### config.mk
export PLATFORM = sky130hd
export DESIGN_NAME = utf8_sanitizer
export DESIGN_NICKNAME = d
export VERILOG_FILES = /design/src/rtl/u8s_pkg.sv /design/src/rtl/u8s_front.sv /design/src/rtl/u8s_queue.sv /design/src/rtl/u8s_back.sv /design/src/rtl/utf8_sanitizer.sv
export SDC_FILE = /design/constraint.sdc
export NUM_CORES = 1
export LEC_CHECK = 0
export BUFFER_PORTS_ARGS = -buffer_cell sky130_fd_sc_hd__buf_2
export CORE_UTILIZATION = 45
export DETAILED_ROUTE_END_ITERATION = 8
export SLEW_MARGIN = 10
export SYNTH_ARGS = -nofsm -noshare
export SYNTH_HDL_FRONTEND = slang
export SYNTH_HIERARCHICAL = 1
export SYNTH_SLANG_ARGS = --single-unit
### constraint.sdc
create_clock -name clock -period 6.5 [get_ports clock]
set_input_delay 0.65 -clock clock [delete_from_list [all_inputs] [get_ports clock]]
set_output_delay 0.65 -clock clock [all_outputs]
set_load 0.05 [all_outputs]
### src/rtl/u8s_pkg.sv
`timescale 1ns / 1ps
// Shared types, constants and helpers of the UTF-8 sanitizer.
package u8s_pkg;

   localparam int QUEUE_DEPTH_DEFAULT = 4;

   localparam logic [7:0] REPL_BYTE0 = 8'hEF;
   localparam logic [7:0] REPL_BYTE1 = 8'hBF;
   localparam logic [7:0] REPL_BYTE2 = 8'hBD;
   localparam logic [1:0] REPL_LAST_IDX = 2'd2;

   typedef struct packed {
      logic [7:0] in_byte;
      logic       text_last;
   } req_payload_type;

   typedef struct packed {
      logic [7:0] out_byte;
      logic       run_end;
      logic       text_end;
   } rsp_payload_type;

   // One burst of output bytes: data[0] goes out first, data[last_idx] last.
   typedef struct packed {
      logic [3:0][7:0] data;
      logic [1:0]      last_idx;
      logic            text_last;
   } cmd_type;

   typedef struct packed {
      logic full;
      logic empty;
   } queue_status_type;

   // Lead byte class; the encoding equals the claimed sequence length.
   typedef enum logic [2:0] {
      CLASS_STRAY = 3'd0,
      CLASS_ONE   = 3'd1,
      CLASS_TWO   = 3'd2,
      CLASS_THREE = 3'd3,
      CLASS_FOUR  = 3'd4
   } lead_class_type;

   function automatic lead_class_type classify(logic [7:0] b);
      lead_class_type cls;
      if ((b & 8'h80) == 8'h00) cls = CLASS_ONE;
      else if ((b & 8'hE0) == 8'hC0) cls = CLASS_TWO;
      else if ((b & 8'hF0) == 8'hE0) cls = CLASS_THREE;
      else if ((b & 8'hF8) == 8'hF0) cls = CLASS_FOUR;
      else cls = CLASS_STRAY;
      return cls;
   endfunction

   function automatic cmd_type repl_cmd(logic text_last);
      cmd_type cmd;
      cmd           = '0;
      cmd.data[0]   = REPL_BYTE0;
      cmd.data[1]   = REPL_BYTE1;
      cmd.data[2]   = REPL_BYTE2;
      cmd.last_idx  = REPL_LAST_IDX;
      cmd.text_last = text_last;
      return cmd;
   endfunction

endpackage

### src/rtl/u8s_front.sv
`timescale 1ns / 1ps
// Front end: accepts request bytes, tracks open sequences, queues output bursts.
module u8s_front (
   input  logic                      clock,
   input  logic                      reset,
   input  logic                      req_valid,
   output logic                      req_stall,
   input  u8s_pkg::req_payload_type  req_payload,
   input  u8s_pkg::queue_status_type q_status,
   output logic                      push,
   output u8s_pkg::cmd_type          push_cmd
);
   import u8s_pkg::*;

   logic [7:0]     seq_ff [3];
   logic [7:0]     seq_in [3];
   logic [1:0]     rem_ff, rem_in;
   logic [2:0]     len_ff, len_in;
   logic           good_ff, good_in;

   logic           accept;
   logic [7:0]     cur;
   lead_class_type cls;
   logic [2:0]     pos;
   logic           good_next;
   logic [1:0]     rem_dec;
   logic [1:0]     tail_idx;

   assign req_stall = q_status.full;
   assign accept    = req_valid & ~q_status.full;
   assign cur       = req_payload.in_byte;
   assign cls       = classify(cur);
   assign pos       = len_ff - {1'b0, rem_ff};
   assign good_next = good_ff & (cur[7:6] == 2'b10);
   assign rem_dec   = rem_ff - 2'd1;
   assign tail_idx  = 2'(len_ff - 3'd1);

   always_comb begin
      seq_in   = seq_ff;
      rem_in   = rem_ff;
      len_in   = len_ff;
      good_in  = good_ff;
      push     = 1'b0;
      push_cmd = '0;
      push_cmd.text_last = req_payload.text_last;
      if (accept) begin
         if (rem_ff == 2'd0) begin
            unique case (cls)
               CLASS_ONE: begin
                  push             = 1'b1;
                  push_cmd.data[0] = cur;
               end
               CLASS_TWO, CLASS_THREE, CLASS_FOUR: begin
                  seq_in[0] = cur;
                  if (req_payload.text_last) begin
                     // sequence cut short: replace and drop
                     push     = 1'b1;
                     push_cmd = repl_cmd(req_payload.text_last);
                  end else begin
                     len_in  = 3'(cls);
                     rem_in  = 2'(3'(cls) - 3'd1);
                     good_in = 1'b1;
                  end
               end
               default: begin
                  // stray lead byte
                  push     = 1'b1;
                  push_cmd = repl_cmd(req_payload.text_last);
               end
            endcase
         end else begin
            if (pos < 3'd3) seq_in[pos[1:0]] = cur;
            rem_in  = rem_dec;
            good_in = good_next;
            if (rem_dec == 2'd0) begin
               push = 1'b1;
               if (good_next) begin
                  push_cmd.data[0]        = seq_ff[0];
                  push_cmd.data[1]        = seq_ff[1];
                  push_cmd.data[2]        = seq_ff[2];
                  push_cmd.data[3]        = cur;
                  push_cmd.data[tail_idx] = cur;
                  push_cmd.last_idx       = tail_idx;
               end else begin
                  push_cmd = repl_cmd(req_payload.text_last);
               end
               rem_in  = 2'd0;
               len_in  = 3'd0;
               good_in = 1'b1;
            end else if (req_payload.text_last) begin
               push     = 1'b1;
               push_cmd = repl_cmd(req_payload.text_last);
               rem_in   = 2'd0;
               len_in   = 3'd0;
               good_in  = 1'b1;
            end
         end
      end
   end

   always_ff @(posedge clock) begin
      if (reset) begin
         rem_ff  <= 2'd0;
         len_ff  <= 3'd0;
         good_ff <= 1'b1;
      end else begin
         rem_ff  <= rem_in;
         len_ff  <= len_in;
         good_ff <= good_in;
      end
   end

   always_ff @(posedge clock) begin
      seq_ff <= seq_in;
   end

endmodule

### src/rtl/u8s_queue.sv
`timescale 1ns / 1ps
// Command queue between the front end and the output sequencer.
module u8s_queue #(
   parameter int DEPTH = u8s_pkg::QUEUE_DEPTH_DEFAULT
) (
   input  logic                      clock,
   input  logic                      reset,
   input  logic                      push,
   input  u8s_pkg::cmd_type          push_cmd,
   input  logic                      pop,
   output u8s_pkg::cmd_type          head,
   output u8s_pkg::queue_status_type status
);
   import u8s_pkg::*;

   localparam int PTR_W = (DEPTH > 1) ? $clog2(DEPTH) : 1;
   localparam int CNT_W = $clog2(DEPTH + 1);

   cmd_type            mem_ff [DEPTH];
   logic [PTR_W-1:0]   wr_ptr_ff, wr_ptr_in;
   logic [PTR_W-1:0]   rd_ptr_ff, rd_ptr_in;
   logic [CNT_W-1:0]   count_ff, count_in;
   logic               do_push, do_pop;

   assign status.full  = (count_ff == CNT_W'(DEPTH));
   assign status.empty = (count_ff == '0);
   assign do_push      = push & ~status.full;
   assign do_pop       = pop & ~status.empty;
   assign head         = mem_ff[rd_ptr_ff];

   always_comb begin
      wr_ptr_in = wr_ptr_ff;
      rd_ptr_in = rd_ptr_ff;
      count_in  = count_ff;
      if (do_push) begin
         wr_ptr_in = (wr_ptr_ff == PTR_W'(DEPTH - 1)) ? '0 : wr_ptr_ff + 1'b1;
      end
      if (do_pop) begin
         rd_ptr_in = (rd_ptr_ff == PTR_W'(DEPTH - 1)) ? '0 : rd_ptr_ff + 1'b1;
      end
      case ({do_push, do_pop})
         2'b10:   count_in = count_ff + 1'b1;
         2'b01:   count_in = count_ff - 1'b1;
         default: count_in = count_ff;
      endcase
   end

   always_ff @(posedge clock) begin
      if (reset) begin
         wr_ptr_ff <= '0;
         rd_ptr_ff <= '0;
         count_ff  <= '0;
      end else begin
         wr_ptr_ff <= wr_ptr_in;
         rd_ptr_ff <= rd_ptr_in;
         count_ff  <= count_in;
      end
   end

   always_ff @(posedge clock) begin
      if (do_push) mem_ff[wr_ptr_ff] <= push_cmd;
   end

endmodule

### src/rtl/u8s_back.sv
`timescale 1ns / 1ps
// Output sequencer: plays queued bursts into the rsp register one byte per cycle while rsp is not stalled.
module u8s_back (
   input  logic                      clock,
   input  logic                      reset,
   input  u8s_pkg::cmd_type          head,
   input  u8s_pkg::queue_status_type q_status,
   output logic                      pop,
   output logic                      rsp_valid,
   input  logic                      rsp_stall,
   output u8s_pkg::rsp_payload_type  rsp_payload
);
   import u8s_pkg::*;

   logic            rsp_valid_ff, rsp_valid_in;
   rsp_payload_type rsp_payload_ff, rsp_payload_in;
   logic [1:0]      idx_ff, idx_in;
   logic            load;
   logic            at_last;

   assign load    = ~rsp_valid_ff | ~rsp_stall;
   assign at_last = (idx_ff == head.last_idx);

   always_comb begin
      rsp_valid_in   = rsp_valid_ff;
      rsp_payload_in = rsp_payload_ff;
      idx_in         = idx_ff;
      pop            = 1'b0;
      if (load) begin
         rsp_valid_in = ~q_status.empty;
         if (!q_status.empty) begin
            rsp_payload_in.out_byte = head.data[idx_ff];
            rsp_payload_in.run_end  = at_last;
            rsp_payload_in.text_end = at_last & head.text_last;
            if (at_last) begin
               // burst done: release the queue entry
               pop    = 1'b1;
               idx_in = 2'd0;
            end else begin
               idx_in = idx_ff + 2'd1;
            end
         end
      end
   end

   always_ff @(posedge clock) begin
      if (reset) begin
         rsp_valid_ff <= 1'b0;
         idx_ff       <= 2'd0;
      end else begin
         rsp_valid_ff <= rsp_valid_in;
         idx_ff       <= idx_in;
      end
   end

   always_ff @(posedge clock) begin
      rsp_payload_ff <= rsp_payload_in;
   end

   assign rsp_valid   = rsp_valid_ff;
   assign rsp_payload = rsp_payload_ff;

endmodule

### src/rtl/utf8_sanitizer.sv
`timescale 1ns / 1ps
// Top level of the UTF-8 sanitizer: front end, command queue and output sequencer.
//
//   channel   ports                                 direction  carries
//   req       req_valid req_stall req_payload       in         raw text byte, last mark
//   rsp       rsp_valid rsp_stall rsp_payload       out        sanitized byte, run/text end
//
// One request byte is taken per cycle while the command queue has room.
// The output sequencer plays each burst out byte by byte: a replacement is three bytes,
// a completed N-byte sequence N bytes, so sustained bursts fill the queue and stall requests.
// An accepted byte is written into the command queue, and the output sequencer loads it from there into rsp.
// Reset is synchronous and clears the sequence state, queue and rsp valid; no clearing pass.
// rsp_stall holds the rsp register; the queue keeps absorbing requests until full.
module utf8_sanitizer #(
   parameter int QUEUE_DEPTH = u8s_pkg::QUEUE_DEPTH_DEFAULT
) (
   input  logic                     clock,
   input  logic                     reset,
   input  logic                     req_valid,
   output logic                     req_stall,
   input  u8s_pkg::req_payload_type req_payload,
   output logic                     rsp_valid,
   input  logic                     rsp_stall,
   output u8s_pkg::rsp_payload_type rsp_payload
);
   import u8s_pkg::*;

   queue_status_type q_status;
   logic             push;
   cmd_type          push_cmd;
   logic             pop;
   cmd_type          head;

   u8s_front u_front (
      .clock       (clock),
      .reset       (reset),
      .req_valid   (req_valid),
      .req_stall   (req_stall),
      .req_payload (req_payload),
      .q_status    (q_status),
      .push        (push),
      .push_cmd    (push_cmd)
   );

   u8s_queue #(
      .DEPTH (QUEUE_DEPTH)
   ) u_queue (
      .clock    (clock),
      .reset    (reset),
      .push     (push),
      .push_cmd (push_cmd),
      .pop      (pop),
      .head     (head),
      .status   (q_status)
   );

   u8s_back u_back (
      .clock       (clock),
      .reset       (reset),
      .head        (head),
      .q_status    (q_status),
      .pop         (pop),
      .rsp_valid   (rsp_valid),
      .rsp_stall   (rsp_stall),
      .rsp_payload (rsp_payload)
   );

endmodule

# Word level (Yosys, flattened, before mapping)
# Memories as Yosys holds them, arrays and structs flattened. A register that Yosys moved wholly into a read port is not among the register bits.
# Cells that the tools add are included.
[word_totals]
regBits = 50
mem_bits_rw = 140
inputBits = 13
out_inout_bits = 12
memories = 1
[op_classes]
addsub = 9
n_lt_le_gt_ge = 6
eq_ne = 16
mux = 54
n_bitwise = 12
reduce_logical = 15
[mem_list]
columns = ["memory", "words", "word_bits", "rd", "rd_ports_with_merged_regs", "write_ports", "line_no", "rtl"]
rows = [
  ["u_queue.mem_ff", 4, 35, 1, 1, 1, "u8s_queue.sv:19", "cmd_type mem_ff [DEPTH];"],
]
[op_table]
columns = ["op", "n"]
rows = [
  ["35-bit two-way mux", 3],
  ["8-bit two-way mux", 5],
  ["34-bit two-way mux", 1],
  ["32-bit bitwise mux", 1],
  ["8-bit demux with 2-bit select", 2],
  ["16-bit case mux with 2 select lines", 1],
  ["27-bit two-way mux", 1],
  ["3-bit two-way mux", 9],
  ["24-bit bitwise mux", 1],
  ["24-bit two-way mux", 1],
  ["2-bit two-way mux", 10],
  ["8-bit binary-select mux with 2-bit select", 1],
  ["8-bit case mux with 2 select lines", 1],
  ["1-bit two-way mux", 15],
  ["3-bit case mux with 2 select lines", 2],
  ["3-bit == test (second input constant)", 3],
  ["3-bit AND reduction", 3],
  ["2-bit == test (second input constant)", 4],
  ["8-bit zero test", 1],
  ["2-bit by 1-bit adder with 2-bit output (second input constant)", 3],
  ["3-bit by 2-bit == test with 1-bit output (second input constant)", 2],
  ["2-bit by 3-bit < comparator with 1-bit output (second input constant)", 2],
  ["2-bit by 1-bit subtractor with 2-bit output (second input constant)", 3],
  ["1-bit AND", 5],
  ["other kinds (24)", 32],
]

# Depth between registers and ports, before layout
[logic_depth]
ltp_word = 13
ltp_mapped = 17
mapped_depth_nobuf = 16

# Hierarchy
# Netlist, hierarchy kept.
[by_module_without_submodules]
columns = ["module", "instances", "cells_per_inst", "area_each_um2"]
rows = [
  ["u8s_queue", 1, 237, 5535.3],
  ["u8s_front", 1, 203, 2160.8],
  ["u8s_back", 1, 42, 668.1],
]

# Worst setup path before layout
# OpenSTA, ideal clock, no wires.
[synth_path]
path_type = "input to register"
from = "input req_payload[8] (netlist name)"
to = "memory u_queue/mem_ff[1][0] (netlist name), enable pin"
setup_time_ns = 0.396
arrival_time_ns = 3.238
t_required_ns = 6.104
slack_ns = 2.867
path_stages = 10
path_buffers = 2
cell_sequence = "buf_4 clkbuf_1 nand2_1 a21oi_1 inv_1 ha_1 nor3_4 nor3_1 a21oi_1 and3_1"
[synth_via]
elab_chain_cells = 13
word_cells_on_any_way = 18
cone_classes = "eq/ne: 6; mux: 9; bitwise: 1; reduce/logical: 2"
[synth_lines]
columns = ["item", "line_no", "rtl"]
rows = [
  ["start, declared", "utf8_sanitizer.sv:21", "input u8s_pkg::req_payload_type req_payload,"],
  ["5-bit == test", "u8s_pkg.sv:49", "else if ((b & 8'hF8) == 8'hF0) cls = CLASS_FOUR;"],
  ["3-bit two-way mux", "u8s_pkg.sv:49", ""],
  ["3-bit two-way mux", "u8s_pkg.sv:48", "else if ((b & 8'hF0) == 8'hE0) cls = CLASS_THREE;"],
  ["3-bit two-way mux", "u8s_pkg.sv:47", "else if ((b & 8'hE0) == 8'hC0) cls = CLASS_TWO;"],
  ["3-bit two-way mux (*)", "u8s_pkg.sv:46", "if ((b & 8'h80) == 8'h00) cls = CLASS_ONE;"],
  ["3-bit by 2-bit == test with 1-bit output / 3-bit == test (equally long branches)", "u8s_front.sv:48", "unique case (cls)"],
  ["3-bit OR reduction (*)", "u8s_front.sv:48", ""],
  ["1-bit two-way mux (*)", "u8s_front.sv:48", ""],
  ["1-bit two-way mux (*)", "u8s_front.sv:47", "if (rem_ff == 2'd0) begin"],
  ["1-bit two-way mux (*)", "u8s_front.sv:46", "if (accept) begin"],
  ["net push", "utf8_sanitizer.sv:29", "logic push;"],
  ["1-bit AND (*)", "u8s_queue.sv:27", "assign do_push = push & ~status.full;"],
  ["1-bit two-way mux (*)", "u8s_queue.sv:61", "if (do_push) mem_ff[wr_ptr_ff] <= push_cmd;"],
  ["1-bit two-way mux (implied by the code) (*)", "u8s_queue.sv:61", ""],
  ["end, declared", "u8s_queue.sv:19", ""],
]
# The timed path passes the listed nets; every way through them passes the cells marked *.

# Worst setup path in the final report
[layout_path]
from = "input req_payload[7] (netlist name)"
to = "register u_queue.count_ff[2]"
[layout_via]
elab_chain_cells = 13
word_cells_on_any_way = 19
cone_classes = "eq/ne: 8; mux: 8; bitwise: 1; reduce/logical: 2"
[layout_lines]
columns = ["item", "line_no", "rtl"]
rows = [
  ["5-bit == test", "u8s_pkg.sv:49", ""],
  ["3-bit two-way mux", "u8s_pkg.sv:49", ""],
  ["3-bit two-way mux", "u8s_pkg.sv:48", ""],
  ["3-bit two-way mux (*)", "u8s_pkg.sv:47", ""],
  ["3-bit two-way mux (*)", "u8s_pkg.sv:46", ""],
  ["3-bit by 2-bit == test with 1-bit output / 3-bit == test (equally long branches)", "u8s_front.sv:48", ""],
  ["3-bit OR reduction (*)", "u8s_front.sv:48", ""],
  ["1-bit two-way mux (*)", "u8s_front.sv:48", ""],
  ["1-bit two-way mux (*)", "u8s_front.sv:47", ""],
  ["1-bit two-way mux (*)", "u8s_front.sv:46", ""],
  ["net push", "utf8_sanitizer.sv:29", ""],
  ["1-bit AND (*)", "u8s_queue.sv:27", ""],
  ["2-bit by 1-bit == test with 1-bit output / 2-bit == test (equally long branches)", "u8s_queue.sv:41", "case ({do_push, do_pop})"],
  ["3-bit case mux with 2 select lines / 2-bit nonzero test (equally long branches)", "n/a", ""],
  ["end signal, assigned", "u8s_queue.sv:56", "count_ff <= count_in;"],
  ["end, declared", "u8s_queue.sv:22", "logic [CNT_W-1:0] count_ff, count_in;"],
]
# Marked as above.
# A chain may end at the register's enable or synchronous reset.

==> run metrics <==
status finished, violations left; failing checks design-rule violations; Worst Path Arrival 4.17 ns; Post-CTS Setup Inserts 0; Root Buffer Master clkbuf_16; routability congestion estimate 0.8224; Avg Cell Area, Syn 17.35 um^2; RSZ-0062 raised after global routing no; die height 138.3 um; top cells by count, synth 174 x edfxtp_1, 43 x mux4_2, 27 x mux2i_1; Pwr Density 377.1 nW/um^2; synth unique cells 55; area share of the leading cell type in the synthesized netlist 62.47%; crit path launch req_payload[7]; Syn Nets 513; Fmax 0.2624 GHz; layout cells sized above 1 24.56%; First DRT Iteration DRCs 303; CTS H-tree depth 4; CP max stage delay 0.46 ns; Die ar. 19140 um^2; Worst-Skew Late Latency 0.43 ns; Worst setup endpoint u_queue/count_ff[2]; WL final 15700 um; residual DRC count 3; via density per instance 5.685; first-pass GRT wire length 24760 um; Finished Core Util 51.15%; vias in the first global route 4397; capturing point of the worst reg2reg path u_queue/count_ff[2]; Critical-path top delay cell a21oi_1; crit path max fanout 13; remaining antenna violation count 0; total congestion overflow 0; Critical Path Sink Type flop; top cells by area, synth edfxtp_1 62%, mux4_2 12%, dfxtp_1 4.3%; r2r setup slk 2.86 ns; Min Hold Slack 0.4693 ns; Critical Path, Cell by Cell buf_2 -> nand2_1 -> o21ai_0 -> inv_1 -> ha_1 -> nor2_1 -> a21boi_2 -> nor3_1 -> a21oi_1 -> and2_4 -> inv_1 -> ha_1 -> inv_1 -> fa_1 -> xor2_1 -> or3_2 -> a21oi_1; Layout area overhead 10.61%; Buf/Inv on CP 4; Netlist Area Pre-Place 8364 um^2; Die W 138.3 um; initial core utilization 46.25%; R2R cell count 12; ys async rst share 0%; critical path class input pin to flop; TritonCTS Sinks 192; CTS resizes 0; Post-DP HPWL 9758 um; WP depth 17; delay-heaviest family, CP compound AO/OA/AOI/OAI gates; Slew Limit Headroom 18.94%; CTS tree yes; cell mode on critical path inv_1; Final Max Slew Viols 0; # nets final 531; hold buffers post-CTS 0; number of port buffers 24; Bufs on Longest Clock Path 2; Seq/Total Area, Yosys 66.78%; Worst IR Drop VDD 192.8 uV; post-route minimum period 3.811 ns; Setup violations, final 0; Hold Startpoint u_back/rsp_valid; Startpoint Class input pin; Clock transition at path regs 0.07 ns; static leakage 2.991 nW; ratio of final minimum period to clock period 58.62%; Clock Skews 0.01706 ns; largest net degree at the start of global routing 36; Gate Count Post-Synth 482; overall routing resource usage 17.49%; Pre-Repair DR Iteration Count 6; TritonCTS Buffers 17; Post-synth EDFFs 174; Yosys warning total 6; Worst Hold Class flop to flop; Placeable Area 18090 um^2; most common cell in the netlist edfxtp_1; Final Total Pwr 3.489 mW; worst-margin pin slew 1.207 ns; most common flop cell mapped by yosys edfxtp_1; initial antenna violation count 0; total number of vias 4218; top cell type by total area after synthesis edfxtp_1; diode count 0; io pins 25; Worst EP required 6.86 ns; Rows 49; Max Cap Viol 0; #FFs+latches synth 192; Hold Vio Cnt, Final 0; setup tns final 0 ns; Routed wire per std cell 21.16 um
==> power breakdown <==
group          switching (mW)  leakage [nW]  internal (mW)
registers              0.0732          1.73           1.58
logic                   0.486         0.970          0.271
clock network           0.434         0.294          0.643
total                   0.992          2.99           2.50
==> sequential cells by signal (all words and copies together) (netlist names), named ones only <==
signal,count
u_front/rem_ff,2
u_queue/wr_ptr_ff,2
u_front/len_ff,3
u_back/rsp_valid,1
u_back/rsp_payload,10
u_queue/count_ff,3
u_queue/mem_ff,140
u_front/seq_ff,24
u_back/idx_ff,2
u_queue/rd_ptr_ff,2
u_front/good_ff,1
==> metrics by stage <==
| stage | cells | cell area (um^2) | setup WS (ns) |
|---|---|---|---|
| 2_1_floorplan | 482 | 8364 | 2.867 |
| 3_3_place_gp | 710 | 8636 | 2.564 |
| 3_5_place_dp | 710 | 8636 | 2.370 |
| 4_1_cts | 742 | 9251 | 2.762 |
| 5_1_grt | 742 | 9251 | 2.382 |
| 6_report | 742 | 9251 | 2.689 |
==> placed cells by master, fill, tap and decap left out, types with 10 or more instances in the layout <==
cell type and instances:
a211oi_1 13, nor2_1 12, buf_2 24, nand2_1 13, a21oi_1 12, inv_1 22, edfxtp_1 174, mux2i_1 27
clkbuf_16 17, ha_1 16, dfxtp_1 17, mux4_2 43, nor3_1 10, nor2b_1 10
==> area by class of cell <==
type                            count  area, um^2
Sequential cell                   192        5587
Clock buffer                       18       429.2
Fill cell                        1443        8835
Multi-Input combinational cell    237        2515
Tap cell                          229       286.5
Clock inverter                     14       186.4
Timing Repair Buffer               30       165.2
Inverter                           22       82.58
==> worst register-to-register path, cell delays in order, from the launching register on <==
cell and delay (ns):
dfxtp_2 0.31, buf_4 0.56, mux4_2 0.65, xor2_1 0.19
nor3_1 0.27, o31ai_1 0.17, inv_1 0.10, ha_1 0.18
inv_1 0.06, fa_1 0.37, xor2_1 0.16, or3_2 0.42
a21oi_1 0.14
==> metal layers <==
layer / GRT usage [%] / share of wire (%)
met5: 0 / 0
met4: 5.795 / 0.89
met3: 3.914 / 4.2
met2: 28.51 / 49
met1: 23.35 / 46
==> how the worst min path moves through the flow <==
stage,cells past startpoint,to
after floorplan,2,u_front/len_ff[2]
after global placement,2,u_back/rsp_valid
after detailed placement,2,u_back/rsp_valid
after CTS,3,u_back/rsp_valid
after global routing,3,u_back/rsp_valid
final,2,u_back/rsp_valid
==> cell families after synthesis <==
kind of cell / Yosys count / share of synthesized area [%]
xor+xnor: 5 / 0.5235
fa+ha+maj: 18 / 2.872
buf+inv: 53 / 3.261
flops: 192 / 66.78
compound gates: 56 / 5.565
mux: 70 / 14.81
simple gates: 87 / 6.148
other cells: 1 / 0.04483
Power figures use the tool's default switching activity.
